`config.mk`:
```
export PLATFORM = sky130hd
export DESIGN_NAME = ptz_command_frame_builder
export DESIGN_NICKNAME = d
export VERILOG_FILES = /design/src/rtl/ptzfb_pkg.sv /design/src/rtl/ptz_command_frame_builder.sv
export SDC_FILE = /design/constraint.sdc
export NUM_CORES = 1
export LEC_CHECK = 0
export BUFFER_PORTS_ARGS = -buffer_cell sky130_fd_sc_hd__buf_2
export CORE_ASPECT_RATIO = 0.75
export CORE_MARGIN = 8
export CORE_UTILIZATION = 61
export DETAILED_ROUTE_END_ITERATION = 6
export GPL_ROUTABILITY_DRIVEN = 1
export GPL_TIMING_DRIVEN = 0
export PLACE_DENSITY = 0.79
export SYNTH_ARGS = -nofsm -noshare
export SYNTH_HDL_FRONTEND = slang
export SYNTH_SLANG_ARGS = --single-unit
```
`constraint.sdc`:
```
create_clock -name aclk -period 7.7 [get_ports aclk]
set_input_delay 0.77 -clock aclk [delete_from_list [all_inputs] [get_ports aclk]]
set_output_delay 0.77 -clock aclk [all_outputs]
set_load 0.005 [all_outputs]
```
`src/rtl/ptzfb_pkg.sv`:
```
// Package: command codes, register indexes, frame constants and speed tables.
package ptzfb_pkg;

    localparam int unsigned FRAME_LEN = 11;
    localparam int unsigned CNT_W     = $clog2(FRAME_LEN);

    localparam logic [CNT_W-1:0] LAST_POS = CNT_W'(FRAME_LEN - 1);

    localparam logic [7:0] START_CODE = 8'hA0;
    localparam logic [7:0] END_CODE   = 8'hAF;

    // Frame byte positions.
    typedef enum logic [CNT_W-1:0] {
        POS_START = 4'd0,
        POS_ADDR  = 4'd1,
        POS_HOST  = 4'd2,
        POS_C0    = 4'd3,
        POS_C1    = 4'd4,
        POS_C2    = 4'd5,
        POS_C3    = 4'd6,
        POS_C4    = 4'd7,
        POS_PAD   = 4'd8,
        POS_END   = 4'd9,
        POS_CHK   = 4'd10
    } pos_t;

    typedef enum logic [4:0] {
        KIND_PAN_LEFT    = 5'd0,
        KIND_PAN_RIGHT   = 5'd1,
        KIND_TILT_UP     = 5'd2,
        KIND_TILT_DOWN   = 5'd3,
        KIND_LEFT_UP     = 5'd4,
        KIND_LEFT_DOWN   = 5'd5,
        KIND_RIGHT_UP    = 5'd6,
        KIND_RIGHT_DOWN  = 5'd7,
        KIND_ZOOM_TELE   = 5'd8,
        KIND_ZOOM_WIDE   = 5'd9,
        KIND_IRIS_OPEN   = 5'd10,
        KIND_IRIS_CLOSE  = 5'd11,
        KIND_FOCUS_FAR   = 5'd12,
        KIND_FOCUS_NEAR  = 5'd13,
        KIND_STOP        = 5'd14,
        KIND_SET_PRESET  = 5'd15,
        KIND_GOTO_PRESET = 5'd16
    } kind_t;

    typedef enum logic [1:0] {
        REG_DOME_ADDRESS  = 2'd0,
        REG_PANTILT_SPEED = 2'd1,
        REG_FOCUS_SPEED   = 2'd2,
        REG_ZOOM_SPEED    = 2'd3
    } reg_idx_t;

    // Variable part of one frame: address, command bytes c0..c4, checksum.
    typedef struct packed {
        logic [7:0]      addr;
        logic [4:0][7:0] cmd;
        logic [7:0]      chk;
    } frame_t;

    // (v/10 - 1) saturated to 0..9, done as threshold compares.
    function automatic logic [3:0] speed_index(input logic [7:0] v);
        logic [3:0] idx;
        if (v < 8'd20)       idx = 4'd0;
        else if (v < 8'd30)  idx = 4'd1;
        else if (v < 8'd40)  idx = 4'd2;
        else if (v < 8'd50)  idx = 4'd3;
        else if (v < 8'd60)  idx = 4'd4;
        else if (v < 8'd70)  idx = 4'd5;
        else if (v < 8'd80)  idx = 4'd6;
        else if (v < 8'd90)  idx = 4'd7;
        else if (v < 8'd100) idx = 4'd8;
        else                 idx = 4'd9;
        return idx;
    endfunction

    function automatic logic [7:0] pt_speed(input logic [3:0] idx);
        logic [7:0] s;
        unique case (idx)
            4'd0:    s = 8'h14;
            4'd1:    s = 8'h1A;
            4'd2:    s = 8'h20;
            4'd3:    s = 8'h26;
            4'd4:    s = 8'h2C;
            4'd5:    s = 8'h2F;
            4'd6:    s = 8'h35;
            4'd7:    s = 8'h3A;
            4'd8:    s = 8'h3D;
            4'd9:    s = 8'h40;
            default: s = 8'h00;
        endcase
        return s;
    endfunction

    function automatic logic [7:0] zf_speed(input logic [3:0] idx);
        logic [7:0] s;
        unique case (idx)
            4'd0:    s = 8'h01;
            4'd1:    s = 8'h02;
            4'd2:    s = 8'h02;
            4'd3:    s = 8'h03;
            4'd4:    s = 8'h04;
            4'd5:    s = 8'h04;
            4'd6:    s = 8'h05;
            4'd7:    s = 8'h06;
            4'd8:    s = 8'h07;
            4'd9:    s = 8'h08;
            default: s = 8'h00;
        endcase
        return s;
    endfunction

endpackage

```
`src/rtl/ptz_command_frame_builder.sv`:
```
// PTZ command frame builder: one command in, an eleven-byte control frame out.
//
//  channel  | ports                                   | beat
//  ---------+-----------------------------------------+------------------------------
//  input    | s_valid s_ready s_kind s_param_value    | one command
//  result   | m_valid m_ready m_frame_byte m_last_byte| one frame byte, last = checksum
//  config   | cfg_we cfg_index cfg_wdata              | one register write
//
// A command is built into a frame register in the cycle it is accepted
// (speed lookup, command bytes, checksum), then handed to the byte
// serializer, which sends 11 beats, one per cycle while m_ready is high.
// The frame register takes the next command while the current frame streams,
// so back-to-back frames come out with no gap.
// Reset (aresetn low, synchronous) empties both stages and loads the register
// defaults: address 1, all default speeds 50.
// A low m_ready holds the current byte; input stalls once the frame register
// is full and the serializer busy.
module ptz_command_frame_builder
    import ptzfb_pkg::*;
(
    input  logic       aclk,
    input  logic       aresetn,
    // config
    input  logic       cfg_we,
    input  logic [1:0] cfg_index,
    input  logic [7:0] cfg_wdata,
    // command beat
    input  logic       s_valid,
    output logic       s_ready,
    input  logic [4:0] s_kind,
    input  logic [7:0] s_param_value,
    // frame byte beat
    output logic       m_valid,
    input  logic       m_ready,
    output logic [7:0] m_frame_byte,
    output logic       m_last_byte
);

    // ---------------- configuration registers ----------------
    logic [7:0] dome_addr_reg;
    logic [7:0] pt_pct_reg;
    logic [7:0] focus_pct_reg;
    logic [7:0] zoom_pct_reg;

    always_ff @(posedge aclk) begin
        if (!aresetn) begin
            dome_addr_reg <= 8'd1;
            pt_pct_reg    <= 8'd50;
            focus_pct_reg <= 8'd50;
            zoom_pct_reg  <= 8'd50;
        end else if (cfg_we) begin
            unique case (reg_idx_t'(cfg_index))
                REG_DOME_ADDRESS:  dome_addr_reg <= cfg_wdata;
                REG_PANTILT_SPEED: pt_pct_reg    <= cfg_wdata;
                REG_FOCUS_SPEED:   focus_pct_reg <= cfg_wdata;
                REG_ZOOM_SPEED:    zoom_pct_reg  <= cfg_wdata;
                default: ;
            endcase
        end
    end

    // ---------------- frame build (combinational) ----------------
    kind_t      kind;
    logic       param_nz;
    logic       is_pantilt;   // pan/tilt kinds that use the default speed
    logic       is_focus;
    logic       is_zoom;
    logic [7:0] speed_src;
    logic [3:0] spd_idx;
    logic [7:0] pt;
    logic [7:0] zf;
    frame_t     built;
    logic [7:0] sum;

    always_comb begin
        kind       = kind_t'(s_kind);
        param_nz   = (s_param_value != 8'd0);
        is_pantilt = (kind == KIND_PAN_LEFT) || (kind == KIND_PAN_RIGHT) ||
                     (kind == KIND_TILT_UP)  || (kind == KIND_TILT_DOWN);
        is_focus   = (kind == KIND_FOCUS_FAR) || (kind == KIND_FOCUS_NEAR);
        is_zoom    = (kind == KIND_ZOOM_TELE) || (kind == KIND_ZOOM_WIDE);

        // One table index serves both tables: the nonzero parameter,
        // else the class default.
        priority if (param_nz) speed_src = s_param_value;
        else if (is_pantilt)   speed_src = pt_pct_reg;
        else if (is_focus)     speed_src = focus_pct_reg;
        else                   speed_src = zoom_pct_reg;

        spd_idx = speed_index(speed_src);
        pt      = (param_nz || is_pantilt)           ? pt_speed(spd_idx) : 8'h00;
        zf      = (param_nz || is_focus || is_zoom)  ? zf_speed(spd_idx) : 8'h00;

        built      = '0;
        built.addr = dome_addr_reg;
        unique case (kind)
            KIND_PAN_LEFT:    begin built.cmd[1] = 8'h04; built.cmd[2] = pt; end
            KIND_PAN_RIGHT:   begin built.cmd[1] = 8'h02; built.cmd[2] = pt; end
            KIND_TILT_UP:     begin built.cmd[1] = 8'h08; built.cmd[3] = pt; end
            KIND_TILT_DOWN:   begin built.cmd[1] = 8'h10; built.cmd[3] = pt; end
            KIND_LEFT_UP:     begin
                built.cmd[1] = 8'h0C; built.cmd[2] = pt; built.cmd[3] = pt;
            end
            KIND_LEFT_DOWN:   begin
                built.cmd[1] = 8'h14; built.cmd[2] = pt; built.cmd[3] = pt;
            end
            KIND_RIGHT_UP:    begin
                built.cmd[1] = 8'h0A; built.cmd[2] = pt; built.cmd[3] = pt;
            end
            KIND_RIGHT_DOWN:  begin
                built.cmd[1] = 8'h12; built.cmd[2] = pt; built.cmd[3] = pt;
            end
            KIND_ZOOM_TELE:   begin built.cmd[1] = 8'h20; built.cmd[4] = zf; end
            KIND_ZOOM_WIDE:   begin
                built.cmd[0] = 8'h01; built.cmd[1] = 8'h40; built.cmd[4] = zf;
            end
            KIND_IRIS_OPEN:   begin built.cmd[0] = 8'h01; built.cmd[1] = 8'h08; end
            KIND_IRIS_CLOSE:  begin built.cmd[0] = 8'h01; built.cmd[1] = 8'h10; end
            KIND_FOCUS_FAR:   begin built.cmd[0] = 8'h01; built.cmd[4] = zf; end
            KIND_FOCUS_NEAR:  begin built.cmd[0] = 8'h02; built.cmd[4] = zf; end
            KIND_SET_PRESET:  begin built.cmd[1] = 8'h03; built.cmd[2] = s_param_value; end
            KIND_GOTO_PRESET: begin built.cmd[1] = 8'h07; built.cmd[2] = s_param_value; end
            // stop and undefined codes: all command bytes zero
            default: ;
        endcase

        // host and pad bytes are zero, so they drop out of the sum
        sum = built.addr + built.cmd[0] + built.cmd[1] + built.cmd[2] +
              built.cmd[3] + built.cmd[4];
        built.chk = ~sum;
    end

    // ---------------- frame register ----------------
    frame_t hold_reg;
    logic   hold_valid_reg;
    logic   hold_valid_next;

    // ---------------- serializer ----------------
    frame_t           ser_reg;
    logic             ser_valid_reg;
    logic             ser_valid_next;
    logic [CNT_W-1:0] cnt_reg;
    logic [CNT_W-1:0] cnt_next;

    logic s_fire;
    logic m_fire;
    logic ser_load;

    assign m_fire   = m_valid && m_ready;
    assign ser_load = hold_valid_reg && (!ser_valid_reg || (m_fire && m_last_byte));
    assign s_ready  = !hold_valid_reg || ser_load;
    assign s_fire   = s_valid && s_ready;

    always_comb begin
        hold_valid_next = hold_valid_reg;
        if (s_fire)        hold_valid_next = 1'b1;
        else if (ser_load) hold_valid_next = 1'b0;

        ser_valid_next = ser_valid_reg;
        cnt_next       = cnt_reg;
        if (ser_load) begin
            ser_valid_next = 1'b1;
            cnt_next       = '0;
        end else if (m_fire) begin
            if (m_last_byte) begin
                ser_valid_next = 1'b0;
                cnt_next       = '0;
            end else begin
                cnt_next = cnt_reg + 1'b1;
            end
        end
    end

    always_ff @(posedge aclk) begin
        if (!aresetn) begin
            hold_valid_reg <= 1'b0;
            ser_valid_reg  <= 1'b0;
            cnt_reg        <= '0;
        end else begin
            hold_valid_reg <= hold_valid_next;
            ser_valid_reg  <= ser_valid_next;
            cnt_reg        <= cnt_next;
        end
    end

    // payload, no reset
    always_ff @(posedge aclk) begin
        if (s_fire)   hold_reg <= built;
        if (ser_load) ser_reg  <= hold_reg;
    end

    // ---------------- output byte select ----------------
    always_comb begin
        unique case (pos_t'(cnt_reg))
            POS_START: m_frame_byte = START_CODE;
            POS_ADDR:  m_frame_byte = ser_reg.addr;
            POS_HOST:  m_frame_byte = 8'h00;
            POS_C0:    m_frame_byte = ser_reg.cmd[0];
            POS_C1:    m_frame_byte = ser_reg.cmd[1];
            POS_C2:    m_frame_byte = ser_reg.cmd[2];
            POS_C3:    m_frame_byte = ser_reg.cmd[3];
            POS_C4:    m_frame_byte = ser_reg.cmd[4];
            POS_PAD:   m_frame_byte = 8'h00;
            POS_END:   m_frame_byte = END_CODE;
            POS_CHK:   m_frame_byte = ser_reg.chk;
            default:   m_frame_byte = 8'h00;
        endcase
    end

    assign m_valid     = ser_valid_reg;
    assign m_last_byte = ser_valid_reg && (cnt_reg == LAST_POS);

endmodule

```
## Yosys cells after proc, flatten, opt, wreduce, memory -nomap -nowiden

Memory sizes are Yosys's and may differ from the RTL's.
Cells that the tools add are included.

| cells by class | value |
|---|---|
| reductions and logical operators | 37 |
| add/subtract/negate cells | 6 |
| multiplexer cells | 26 |
| equality and inequality tests | 26 |
| $lt $le $gt $ge | 9 |
| bitwise gates (word level) | 2 |

Operators with widths:

| operator | count |
|---|---|
| one-hot mux 7 bit (12 select lines) | 1 |
| one-hot mux 8 bit (9 select lines) | 1 |
| 2-to-1 mux 8 bit | 7 |
| adder 8 bit | 5 |
| 2-to-1 mux 4 bit | 9 |
| == test 5 x 4 -> 1 bit, second input constant | 7 |
| less-than comparator 8 x 7 -> 1 bit, second input constant | 4 |
| less-than comparator 8 x 6 -> 1 bit, second input constant | 3 |
| == test 5 x 3 -> 1 bit, second input constant | 4 |
| == test 4 x 3 -> 1 bit, second input constant | 4 |
| less-than comparator 8 x 5 -> 1 bit, second input constant | 2 |
| one-hot mux 8 bit (2 select lines) | 1 |
| OR reduction 6 bit | 2 |
| == test 5 x 2 -> 1 bit, second input constant | 2 |
| logical OR 1 bit | 10 |
| AND reduction 2 bit | 5 |
| == test 4 bit, second input constant | 2 |
| inverter 8 bit | 1 |
| nonzero test 8 bit | 1 |
| OR reduction 2 bit | 4 |
| OR reduction 4 bit | 2 |
| 2-to-1 mux 1 bit | 6 |
| nonzero test 2 bit | 3 |
| == test 5 x 1 -> 1 bit, second input constant | 1 |
| other kinds (13) | 19 |

| storage, ports and cells | value |
|---|---|
| memories kept | 2 |
| output and inout bits | 11 |
| bits in registers | 150 |
| bits in read-only memories | 176 |
| logic and storage cells | 129 |
| bits of input ports | 28 |

Memories:

| memory | depth | width | read ports | clocked after memory_dff | write ports | line | RTL |
|---|---|---|---|---|---|---|---|
| (name not given) | 16 | 7 | 1 | 0 | 0 | ptzfb_pkg.sv:79 | `unique case (idx)` |
| (name not given) | 16 | 4 | 1 | 0 | 0 | ptzfb_pkg.sv:97 | `unique case (idx)` |

## Longest topological paths before layout

Gate-level depths: netlist (run 1).
An unclocked memory read counts as a cell.

| depth | value |
|---|---|
| depth in word-level cells | 23 |
| depth in mapped cells | 27 |
| depth with buffers taken out | 24 |

## Worst setup path before layout (run 1)

Ideal clock, no wire load.

| timing | value |
|---|---|
| path type | input port to flip-flop |
| start | in s_kind[4] |
| end | reg hold_reg[7] (netlist name), data pin |
| data required time | 7.440 ns |
| data arrival time | 6.669 ns |
| slack | 0.771 ns |
| cell stages on the path | 24 |
| setup time | 0.260 ns |
| path through | buf_2 -> nor4bb_4 -> mux2_2 -> a221o_1 -> buf_6 -> mux2_4 -> o221ai_2 -> a21oi_2 -> a2111oi_4 -> inv_1 -> ha_1 -> and3_1 -> o41a_1 -> fa_1 -> inv_1 -> fa_1 -> fa_1 -> ha_1 -> a21oi_1 -> o21bai_1 -> a21oi_1 -> o21bai_1 -> a21oi_1 -> xnor2_1 |

RTL lines:

| what | line | RTL |
|---|---|---|
| start, declared | ptz_command_frame_builder.sv:30 | `input logic [4:0] s_kind,` |
| end signal, assigned | ptz_command_frame_builder.sv:188 | `if (s_fire) hold_reg <= built;` |
| end, declared | ptz_command_frame_builder.sv:134 | `frame_t hold_reg;` |

==> results of run 1 <==
==> power breakdown <==
group          switching [mW]  internal (mW)  leakage, nW
sequential             0.0163          0.758         1.13
combinational           0.117         0.0738         1.52
clock                   0.296          0.509        0.287
==> timing repair <==
item | in CTS | in global routing
hold buffers | 0 | 0
endpoints found under the setup margin | 0 | 1
resized for setup | 0 | 3
buffers inserted | 0 | 4
==> worst max-delay path, stage by stage <==
cell,delay (ns)
buf_2,0.11
buf_2,0.19
nor4bb_4,0.45
mux2_2,0.41
a221o_1,0.43
o211ai_1,0.23
a21oi_1,0.17
nor2_1,0.19
buf_4,0.20
o21ai_0,0.12
a32o_1,0.30
ha_1,0.35
and3_1,0.22
o41a_1,0.45
fa_1,0.52
inv_1,0.06
fa_1,0.53
fa_1,0.44
ha_1,0.36
a21oi_1,0.28
o21bai_1,0.13
a21oi_1,0.31
o21bai_1,0.10
a21oi_1,0.18
xnor2_1,0.09
==> routing by layer <==
metal | track usage (%) | wire length, um | part of all wire [%]
met2 | 36.1 | 7350 | 48
met1 | 28.7 | 6350 | 42
met3 | 5.36 | 1160 | 7.6
met4 | 7.91 | 301 | 2.0
met5 | 0 | 0 | 0
==> worst paths after layout <==
check / cells after the start / endpoint / start / slack, ns
setup / recovery: 25 / hold_reg[7] / s_kind[4] / 0.25
hold / removal: 0 / ser_reg[55] / hold_reg[55] / 0.42
setup reg to reg: 23 / hold_reg[7] / pt_pct_reg[2] / 0.89
hold reg to reg: 0 / ser_reg[55] / hold_reg[55] / 0.42
==> final cells by class <==
cell class / instances / share of cell area, %
clock buffer: 18 / 5.80
multi-input combinational: 365 / 37.2
sequential: 123 / 45.2
inverter: 36 / 1.83
tap: 136 / 2.30
buffer: 26 / 1.66
clock inverter: 14 / 2.27
timing repair buffer: 44 / 3.72
==> through the flow <==
stage	cells	util, %	hold WS [ns]	cell area (sq um)	worst slack [ns]
global placement	724	65.5	0.403	6690	0.0797
global route	762	72.4	0.420	7400	0.0189
floorplan	550	-	0.400	6330	0.771
detailed placement	726	66.1	0.405	6750	-0.142
CTS	758	72.0	0.413	7350	0.170
finish	762	72.4	0.415	7400	0.249
==> placed cells by master (no fill, tap or decap), drive strengths merged, types with 3 or more instances in the layout <==
| cell type | synthesis | layout |
|---|---|---|
| o32ai | 4 | 4 |
| nand2 | 54 | 54 |
| nor4 | 5 | 5 |
| a211oi | 4 | 4 |
| o21bai | 4 | 4 |
| or3 | 3 | 3 |
| a21boi | 9 | 9 |
| nand2b | 9 | 9 |
| a22oi | 5 | 5 |
| bufinv | 0 | 3 |
| o21ai | 17 | 17 |
| and3 | 8 | 8 |
| mux2i | 13 | 13 |
| and2 | 7 | 7 |
| fa | 19 | 19 |
| o21a | 5 | 5 |
| mux2 | 5 | 5 |
| or2 | 3 | 3 |
| o311ai | 4 | 4 |
| clkinv | 0 | 5 |
| dfxtp | 35 | 35 |
| nor3b | 4 | 4 |
| a21oi | 29 | 29 |
| nand3 | 15 | 15 |
| ha | 22 | 22 |
| nor3 | 13 | 13 |
| nor2 | 28 | 28 |
| buf | 8 | 52 |
| xnor2 | 9 | 9 |
| edfxtp | 88 | 88 |
| a21o | 5 | 5 |
| clkbuf | 18 | 36 |
| a221oi | 8 | 8 |
| nor2b | 14 | 14 |
| clkinvlp | 0 | 3 |
| inv | 36 | 39 |
| a221o | 3 | 3 |
| a22o | 5 | 5 |
==> kinds of logic (layout without fill, tap and decap cells) <==
| kind of cell | after synthesis | in the layout |
|---|---|---|
| adder cells (fa/ha/maj) | 41 | 41 |
| buffers and inverters | 62 | 138 |
| AND/OR/NAND/NOR | 172 | 172 |
| XOR/XNOR | 11 | 11 |
| flip-flops | 123 | 123 |
| multiplexers | 18 | 18 |
| AO/OA/AOI/OAI | 123 | 123 |
==> summary.md, run 1 <==
| Metric | Value |
|---|---|
| Initial antenna violation count | `0` |
| Mux contribution to synthesized area | `3.01%` |
| Synth Area in Adders | `10.4%` |
| CTS Root Cell | `clkbuf_16` |
| Fillers | `704` |
| CTS sink cnt | `123` |
| Most numerous cell in the Yosys netlist | `edfxtp_1` |
| Post-Syn Nets | `619` |
| Post-synthesis compound-gate area fraction | `14.3%` |
| Peak VDD IR | `0.155 mV` |
| Final setup viols | `0` |
| HPWL Detailed | `11.1 mm` |
| Kind of critical path | `in -> reg` |
| Startpoint types | `input port` |
| Post-synthesis xor/xnor area fraction | `1.52%` |
| Layout Skew | `0.00881 ns` |
| Slew @ Worst Pin | `0.751 ns` |
| Max Slew Vio Count | `0` |
| Worst slew margin | `49.6%` |
| 1st-pass router iterations | `5` |
| Total number of placement rows | `32` |
| Grt total ovfl | `0` |
| Total GRT Usage | `22.3%` |
| Seq/Total Area, Yosys | `52.8%` |
| F_max | `0.134 GHz` |
| Initial Util | `62.0%` |
| Syn_area_per_cell | `11.5 sq um` |
| Post-synth top cells | `edfxtp_1 (88), nand2_1 (54), inv_1 (36)` |
| Multi-input logic area | `0.00275 sq mm` |
| Die Area | `0.0139 sq mm` |
| Worst skew pair latency | `0.41 ns` |
| RSZ-0062 raised after global routing | `no` |
| Setup TNS | `0 ns` |
| Pwr per Cell Area | `239 mW/mm^2` |
| Vias per cell | `6.07` |
| CTS tree | `yes` |
| Flops & latches, synth | `123` |
| Simple-gate share of the synthesized area | `13.8%` |
| Leak | `2.94 nW` |
| Area leader, netlist | `edfxtp_1` |
| Total wire length | `15.2 mm` |
| PortBufs | `38` |
| Post-Syn Area | `0.00633 sq mm` |
| Fraction of layout cells with a size suffix above 1 | `16.5%` |
| Worst-path clk slew | `0.06 ns` |
| Main area contributors after synthesis | `edfxtp_1 (42%), dfxtp_1 (11%), fa_1 (6.0%), ha_1 (4.4%), nand2_1 (3.2%)` |
| Core ar. | `0.0102 sq mm` |
| DRC Markers | `0` |
| Chip height | `104 um` |
| CP Max Fanout | `10` |
| Ys async rst share | `0%` |
| DRT iter0 DRCs | `405` |
| ANT nets after route | `0` |
| Vias in the first global route | `4589` |
| Yosys warning count | `0` |
| Final Hold Viols | `0` |
| Max Root-Sink Buffers | `2` |
| Total power draw | `1.77 mW` |
| FF/Latch Area | `0.00334 sq mm` |
| Top-area cell type share of the netlist area | `41.8%` |
| Distinct cells, synth | `69` |
| Synthesis-to-finish area growth | `16.9%` |
| Worst setup EP type | `register` |
| Worst EP arrival | `7.61 ns` |
| Antenna cell count | `0` |
| Final Cycle Share | `96.8%` |
| Final Net Count | `682` |
| Worst path required time | `7.86 ns` |
| Tmin final | `7.45 ns` |
| Synthesized instance count | `550` |
| DIE WIDTH | `134 um` |
| Inserted Clock Buffers | `17` |
| Worst hold path class | `reg -> reg` |
| Largest net degree at the start of global routing | `25` |
| First-pass GRT wire length | `24.2 mm` |
| Io pins | `39` |
| EDFF count, synth | `88` |
| Status | `complete, no violations` |
| Avg WL per Cell | `19.9 um` |
| Number of max-cap violations | `0` |
| Main synth FF type | `edfxtp_1` |
| CTS H-tree depth | `4` |
| Gpl congestion | `0.951` |
| Via count | `4627` |
| Largest family of logic cells by synthesized area | `compound AO/OA/AOI/OAI gates` |
Note: power is estimated with default switching activity, not from simulation.
==> run 2: changes to the inputs <==
Settings changed: CORE_ASPECT_RATIO 0.75 to default, PLACE_DENSITY 0.79 to default, PLACE_DENSITY_LB_ADDON from default to 0.15.
==> run 2 against run 1 <==
Power is 2.3% lower. Highest routed layer unchanged. Non-clock buffer count is 4 lower. Core utilization is 0.31 points lower. Hold slack worse by 0.0016 ns. Global-route usage is 1.1 points lower.
==> summary.md, run 2 (synthesized netlist as in run 1, its figures left out) <==
| Metric | Value |
|---|---|
| Fillers | `747 (+6.1%)` |
| Area of all placed cells without fillers | `0.00735 sq mm (-0.68%)` |
| HPWL Detailed | `10.7 mm (-3.2%)` |
| Antenna cell count | `0 (unchanged)` |
| Io pins | `39 (unchanged)` |
| CP Max Fanout | `10 (unchanged)` |
| Post-cts repair resize count | `0 (unchanged)` |
| DRC Markers | `0 (unchanged)` |
| 1st-pass router iterations | `5 (unchanged)` |
| Inserted Clock Buffers | `17 (unchanged)` |
| Kind of critical path | `in -> reg` |
| Number of max-cap violations | `0 (unchanged)` |
| Grt total ovfl | `0 (unchanged)` |
| Core ar. | `0.0102 sq mm (-0.24%)` |
| CTS H-tree depth | `4 (unchanged)` |
| Setup TNS | `0 ns (unchanged)` |
| Multi-input logic area | `0.00275 sq mm (-0.23%)` |
| Layout Skew | `0.0104 ns (+0.00156 ns)` |
| Synthesis-to-finish area growth | `16.1%` |
| Initial Util | `62.1% (+0.15 points)` |
| Worst hold path class | `reg -> reg` |
| Final Net Count | `678 (-0.59%)` |
| Worst path required time | `7.95 ns (+0.09 ns)` |
| Fraction of layout cells with a size suffix above 1 | `15.8% (-0.70 points)` |
| CTS sink cnt | `123 (unchanged)` |
| Total number of placement rows | `37 (+16%)` |
| Worst slew margin | `43.7% (-5.9 points)` |
| Leak | `2.93 nW (-0.31%)` |
| Via count | `4544 (-1.8%)` |
| Post-cts hold buffer count | `0 (unchanged)` |
| Worst EP arrival | `7.73 ns (+0.12 ns)` |
| CTS tree | `yes` |
| Placed inst area | `0.00674 sq mm (-0.22%)` |
| RSZ-0062 raised after global routing | `no` |
| PortBufs | `38 (unchanged)` |
| Vias in the first global route | `4623 (+0.74%)` |
| FF/Latch Area | `0.00334 sq mm (unchanged)` |
| Gpl congestion | `0.898 (-5.6%)` |
| Slew @ Worst Pin | `0.837 ns (+0.0856 ns)` |
| Die Area | `0.0139 sq mm (-0.25%)` |
| Fin worst setup slack | `0.217 ns (-0.0324 ns)` |
| Status | `complete, no violations` |
| Max Root-Sink Buffers | `2 (unchanged)` |
| Vias per cell | `5.99 (-1.3%)` |
| Initial antenna violation count | `0 (unchanged)` |
| Max Slew Vio Count | `0 (unchanged)` |
| Pwr per Cell Area | `235 mW/mm^2 (-1.7%)` |
| DIE WIDTH | `118 um (-12%)` |
| Post-place setup slack | `-0.179 ns (-0.0367 ns)` |
| Peak VDD IR | `0.171 mV (+10%)` |
| Avg WL per Cell | `19.2 um (-3.8%)` |
| Most common cell after layout, fill and taps aside | `edfxtp_1` |
| Tmin final | `7.48 ns (+0.0324 ns)` |
| First-pass GRT wire length | `23.2 mm (-4.1%)` |
| Worst hold slack | `0.414 ns (-0.00157 ns)` |
| ANT nets after route | `0 (unchanged)` |
| Final setup viols | `0 (unchanged)` |
| Final Cycle Share | `97.2% (+0.42 points)` |
| Worst setup EP type | `register` |
| CTS Root Cell | `clkbuf_8` |
| Post-CTS Setup Inserts | `0 (unchanged)` |
| Chip height | `118 um (+13%)` |
| Total GRT Usage | `21.2% (-1.1 points)` |
| Commonest cells after routing, fill and taps aside | `edfxtp_1 (88), nand2_1 (54), buf_2 (42)` |
| Total wire length | `14.5 mm (-4.3%)` |
| F_max | `0.134 GHz (-0.43%)` |
| Total power draw | `1.73 mW (-2.3%)` |
| DRT iter0 DRCs | `464 (+15%)` |
| Largest net degree at the start of global routing | `43 (+72%)` |
| Worst skew pair latency | `0.51 ns (+0.10 ns)` |
| Worst-path clk slew | `0.06 ns (about the same)` |
| Startpoint types | `input port` |
| Final Hold Viols | `0 (unchanged)` |
==> run 2: cell types whose count changed in the layout (fill, tap and decap cells not counted), sizes merged <==
cell	before	now
clkinvlp	3	0
buf	52	48
bufinv	3	0
clkbuf	36	43
inv	39	38
==> run 2: report_power, final <==
part           internal (mW)  switching, mW  total, mW
logic                 0.0710          0.115      0.185
clock network          0.493          0.276      0.769
registers              0.758         0.0159      0.774
==> run 2: per-layer routing <==
metal | part of all wire, % | track usage [%] | wire (um) | up-vias
met5 | 0 | 0 | 0 | -
met4 | 2.8 | 9.29 | 401 | 0
met3 | 5.2 | 4.60 | 750 | 25
met2 | 52 | 37.0 | 7480 | 168
met1 | 41 | 24.6 | 5880 | 2209
li1 | - | - | - | 2142
==> run 2: final cells by class <==
class | instances | area share, %
sequential | 123 | 45.5
multi-input combinational | 365 | 37.4
clock buffer | 25 | 7.53
timing repair buffer | 40 | 3.13
tap | 136 | 2.32
inverter | 36 | 1.84
buffer | 26 | 1.67
clock inverter | 7 | 0.613
==> run 2: critical path: stages <==
cell and delay, ns:
buf_2 0.11, buf_2 0.18, nor4bb_4 0.44, mux2_2 0.41, a221o_1 0.34, buf_6 0.14
mux2_4 0.30, o221ai_2 0.17, a21oi_2 0.07, a2111oi_4 0.50, inv_1 0.19, ha_1 0.35
and3_1 0.21, o41a_1 0.45, fa_1 0.52, inv_1 0.06, fa_1 0.54, fa_1 0.43
ha_1 0.37, a21oi_1 0.28, o21bai_1 0.11, a21oi_1 0.26, o21bai_1 0.12, a21oi_1 0.27
xnor2_1 0.13
==> run 2: worst paths after layout <==
| path | from | endpoint | slack, ns | depth (start not counted) |
|---|---|---|---|---|
| max | s_kind[4] | hold_reg[7] | 0.22 | 25 |
| min | hold_reg[38] | ser_reg[38] | 0.41 | 0 |
| max reg2reg | pt_pct_reg[2] | hold_reg[7] | 0.83 | 23 |
| min reg2reg | hold_reg[38] | ser_reg[38] | 0.41 | 0 |
==> run 2: per-stage QoR <==
stage               utilization, %  instances
global route                  72.1        758
finish                        72.1        758
detailed placement            66.1        726
CTS                           72.0        758
floorplan                        -        550
global placement              65.7        724
==> run 3: changes to the inputs <==
Settings changed: CORE_ASPECT_RATIO from default to 2, SETUP_SLACK_MARGIN from default to 0.5.
==> run 3 against run 2 <==
Cell count up 0.66%. Core utilization up 1.8 points. Register-to-register slack better by 0.34 ns. Global-route usage up 1.1 points. Via count grew 0.40%. Die area increased by 1.4%. Worst setup slack gained 0.44 ns. Wire length grew 3.4%. Sequential share of layout area decreased by 0.69 points. Clock skew shrank 0.0035 ns. Count of clock-buffer cells in the layout down 8. Critical path type unchanged. Highest routed layer unchanged.
==> summary.md, run 3 (synthesized netlist as in run 1, its figures left out) <==
| Metric | Value |
|---|---|
| Total wire length | `15.0 mm (+3.4%)` |
| CTS H-tree depth | `4 (unchanged)` |
| Worst R2R Start | `pt_pct_reg[2]` |
| End-of-flow core utilization | `74.0% (+1.8 points)` |
| Leak | `2.97 nW (+1.1%)` |
| Peak VDD IR | `0.255 mV (+50%)` |
| Slowest library cell on the worst path | `fa_1` |
| Comb pwr share | `10.9% (+0.2 points)` |
| Die Area | `0.0141 sq mm (+1.4%)` |
| Fillers | `681 (-8.8%)` |
| DIE WIDTH | `88.0 um (-25%)` |
| Gpl congestion | `0.984 (+9.5%)` |
| Core ar. | `0.0101 sq mm (-0.98%)` |
| Tmin final | `7.05 ns (-0.438 ns)` |
| RSZ-0062 raised after global routing | `no` |
| DRT iter0 DRCs | `222 (-52%)` |
| Grt total ovfl | `0 (unchanged)` |
| First-pass GRT wire length | `23.3 mm (+0.51%)` |
| HPWL Detailed | `11.5 mm (+7.3%)` |
| Avg WL per Cell | `19.7 um (+2.7%)` |
| Metal2 WL | `8.49 mm (+14%)` |
| CTS sink cnt | `123 (unchanged)` |
| Antenna cell count | `0 (unchanged)` |
| Worst path required time | `7.87 ns (-0.08 ns)` |
| Worst hold slack | `0.415 ns (+0.00171 ns)` |
| Worst-path clk slew | `0.06 ns (about the same)` |
| Final Hold Viols | `0 (unchanged)` |
| CP Max Fanout | `10 (unchanged)` |
| Hold path depth | `0 (unchanged)` |
| Hold Startpoint | `hold_reg[20]` |
| 1st-pass router iterations | `5 (unchanged)` |
| Kind of critical path | `in -> reg` |
| FF/Latch Area | `0.00334 sq mm (unchanged)` |
| Sequential share of power | `43.2% (-1.6 points)` |
| Total GRT Usage | `22.3% (+1.1 points)` |
| Number of max-cap violations | `0 (unchanged)` |
| Commonest cells after routing, fill and taps aside | `edfxtp_1 (88), nand2_1 (54), buf_2 (41)` |
| Int Pwr | `1.35 mW (+2.0%)` |
| M1 wire length | `4.96 mm (-16%)` |
| Total number of placement rows | `52 (+41%)` |
| Most common cell after layout, fill and taps aside | `edfxtp_1` |
| Synthesis-to-finish area growth | `17.9%` |
| CTS tree | `yes` |
| PortBufs | `38 (unchanged)` |
| Net Sw Frac | `24.6% (+1.1 points)` |
| Final setup viols | `0 (unchanged)` |
| Placed cell count | `724 (-0.28%)` |
| Post-cts hold buffer count | `0 (unchanged)` |
| Critical path startpoint | `s_kind[4]` |
| Area of all placed cells without fillers | `0.00746 sq mm (+1.5%)` |
| Worst setup EP type | `register` |
| Via count | `4562 (+0.40%)` |
| Placed inst area | `0.00671 sq mm (-0.32%)` |
| DRC Markers | `0 (unchanged)` |
| Fraction of layout cells with a size suffix above 1 | `18.5% (+2.7 points)` |
| Highest metal used | `met4` |
| Startpoint types | `input port` |
| Clock share of power | `45.9% (+1.4 points)` |
| Worst reg-to-reg path cell count | `23 (unchanged)` |
| Max Root-Sink Buffers | `2 (unchanged)` |
| Vias per cell | `5.98 (-0.26%)` |
| Pwr per Cell Area | `240 mW/mm^2 (+1.9%)` |
| Initial antenna violation count | `0 (unchanged)` |
| Worst path max stage delay | `0.53 ns (about the same)` |
| P_sw | `0.441 mW (+8.4%)` |
| Vias in the first global route | `4839 (+4.7%)` |
| Io pins | `39 (unchanged)` |
| Final Cycle Share | `91.5% (-5.7 points)` |
| Inserted Clock Buffers | `17 (unchanged)` |
| CTS Root Cell | `clkbuf_16` |
| Metal3 WL | `519 um (-31%)` |
| Slew @ Worst Pin | `0.956 ns (+0.120 ns)` |
| ANT nets after route | `0 (unchanged)` |
| Worst slew margin | `36.3% (-7.5 points)` |
| Final cell count without fillers | `763 (+0.66%)` |
| Chip height | `160 um (+36%)` |
| Status | `complete, no violations` |
| Worst hold path class | `reg -> reg` |
| Multi-input logic area | `0.00281 sq mm (+2.4%)` |
| Layout Skew | `0.00690 ns (-0.00347 ns)` |
| Final Net Count | `684 (+0.88%)` |
| Worst EP arrival | `7.21 ns (-0.52 ns)` |
| Initial Util | `62.7% (+0.62 points)` |
| F_max | `0.142 GHz (+6.2%)` |
| Worst skew pair latency | `0.41 ns (-0.10 ns)` |
| Max Slew Vio Count | `0 (unchanged)` |
| Largest net degree at the start of global routing | `45 (+4.7%)` |
run 3: changes by cell type in the layout (fill, tap and decap cells not counted), sizes merged:
cell and delta:
bufinv +3, inv +4, buf +5, clkbuf -7
clkinvlp +1
run 3: through the flow:
stage / power (mW) / setup WS (ns) / TNS, ns
3_5_place_dp: 0.967 / -0.298 / -0.394
3_3_place_gp: 0.955 / -0.155 / -0.155
4_1_cts: 1.79 / 0.480 / 0
5_1_grt: 1.84 / 0.451 / 0
2_1_floorplan: 0.906 / 0.771 / 0
6_report: 1.79 / 0.654 / 0
run 3: routing by layer:
metal | track usage, % | vias to the layer above
met2 | 41.7 | 158
met5 | 0 | -
met1 | 19.0 | 2180
met3 | 4.27 | 68
li1 | - | 2156
met4 | 17.8 | 0
run 3: final cells by class:
| cell class | instances | share of cell area (%) |
|---|---|---|
| Buffer | 26 | 1.68 |
| Clock buffer | 17 | 5.70 |
| Clock inverter | 15 | 2.50 |
| Inverter | 36 | 1.81 |
| Multi-Input combinational cell | 365 | 37.7 |
| Sequential cell | 123 | 44.8 |
| Tap cell | 135 | 2.26 |
| Timing Repair Buffer | 46 | 3.52 |
run 3: worst max-delay path, delay by kind of cell:
kind	cells	cell delay, ns
xor+xnor	1	0.07
compound gates	11	2.27
simple gates	3	0.82
fa+ha+maj	5	2.19
mux	1	0.42
buf+inv	5	0.65
run 3: repair_timing:
item	in CTS	in global routing
endpoints found under the hold margin	0	0
endpoints found under the setup margin	3	4
pin swaps	2	4
buffers inserted	2	5
gates resized for setup	4	13
gates cloned	0	0
run 3: power by group through the flow:
| stage | combinational (mW) | sequential [mW] | clock, mW |
|---|---|---|---|
| finish | 0.195 | 0.773 | 0.820 |
| global route | 0.215 | 0.776 | 0.851 |
| CTS | 0.187 | 0.774 | 0.826 |
| detailed placement | 0.181 | 0.787 | 0 |
| global placement | 0.168 | 0.787 | 0 |
| floorplan | 0.125 | 0.781 | 0 |
run 3: final timing paths:
path	to	slack [ns]
min	ser_reg[20]	0.42
max	hold_reg[7]	0.65
min reg2reg	ser_reg[20]	0.42
max reg2reg	hold_reg[7]	1.17
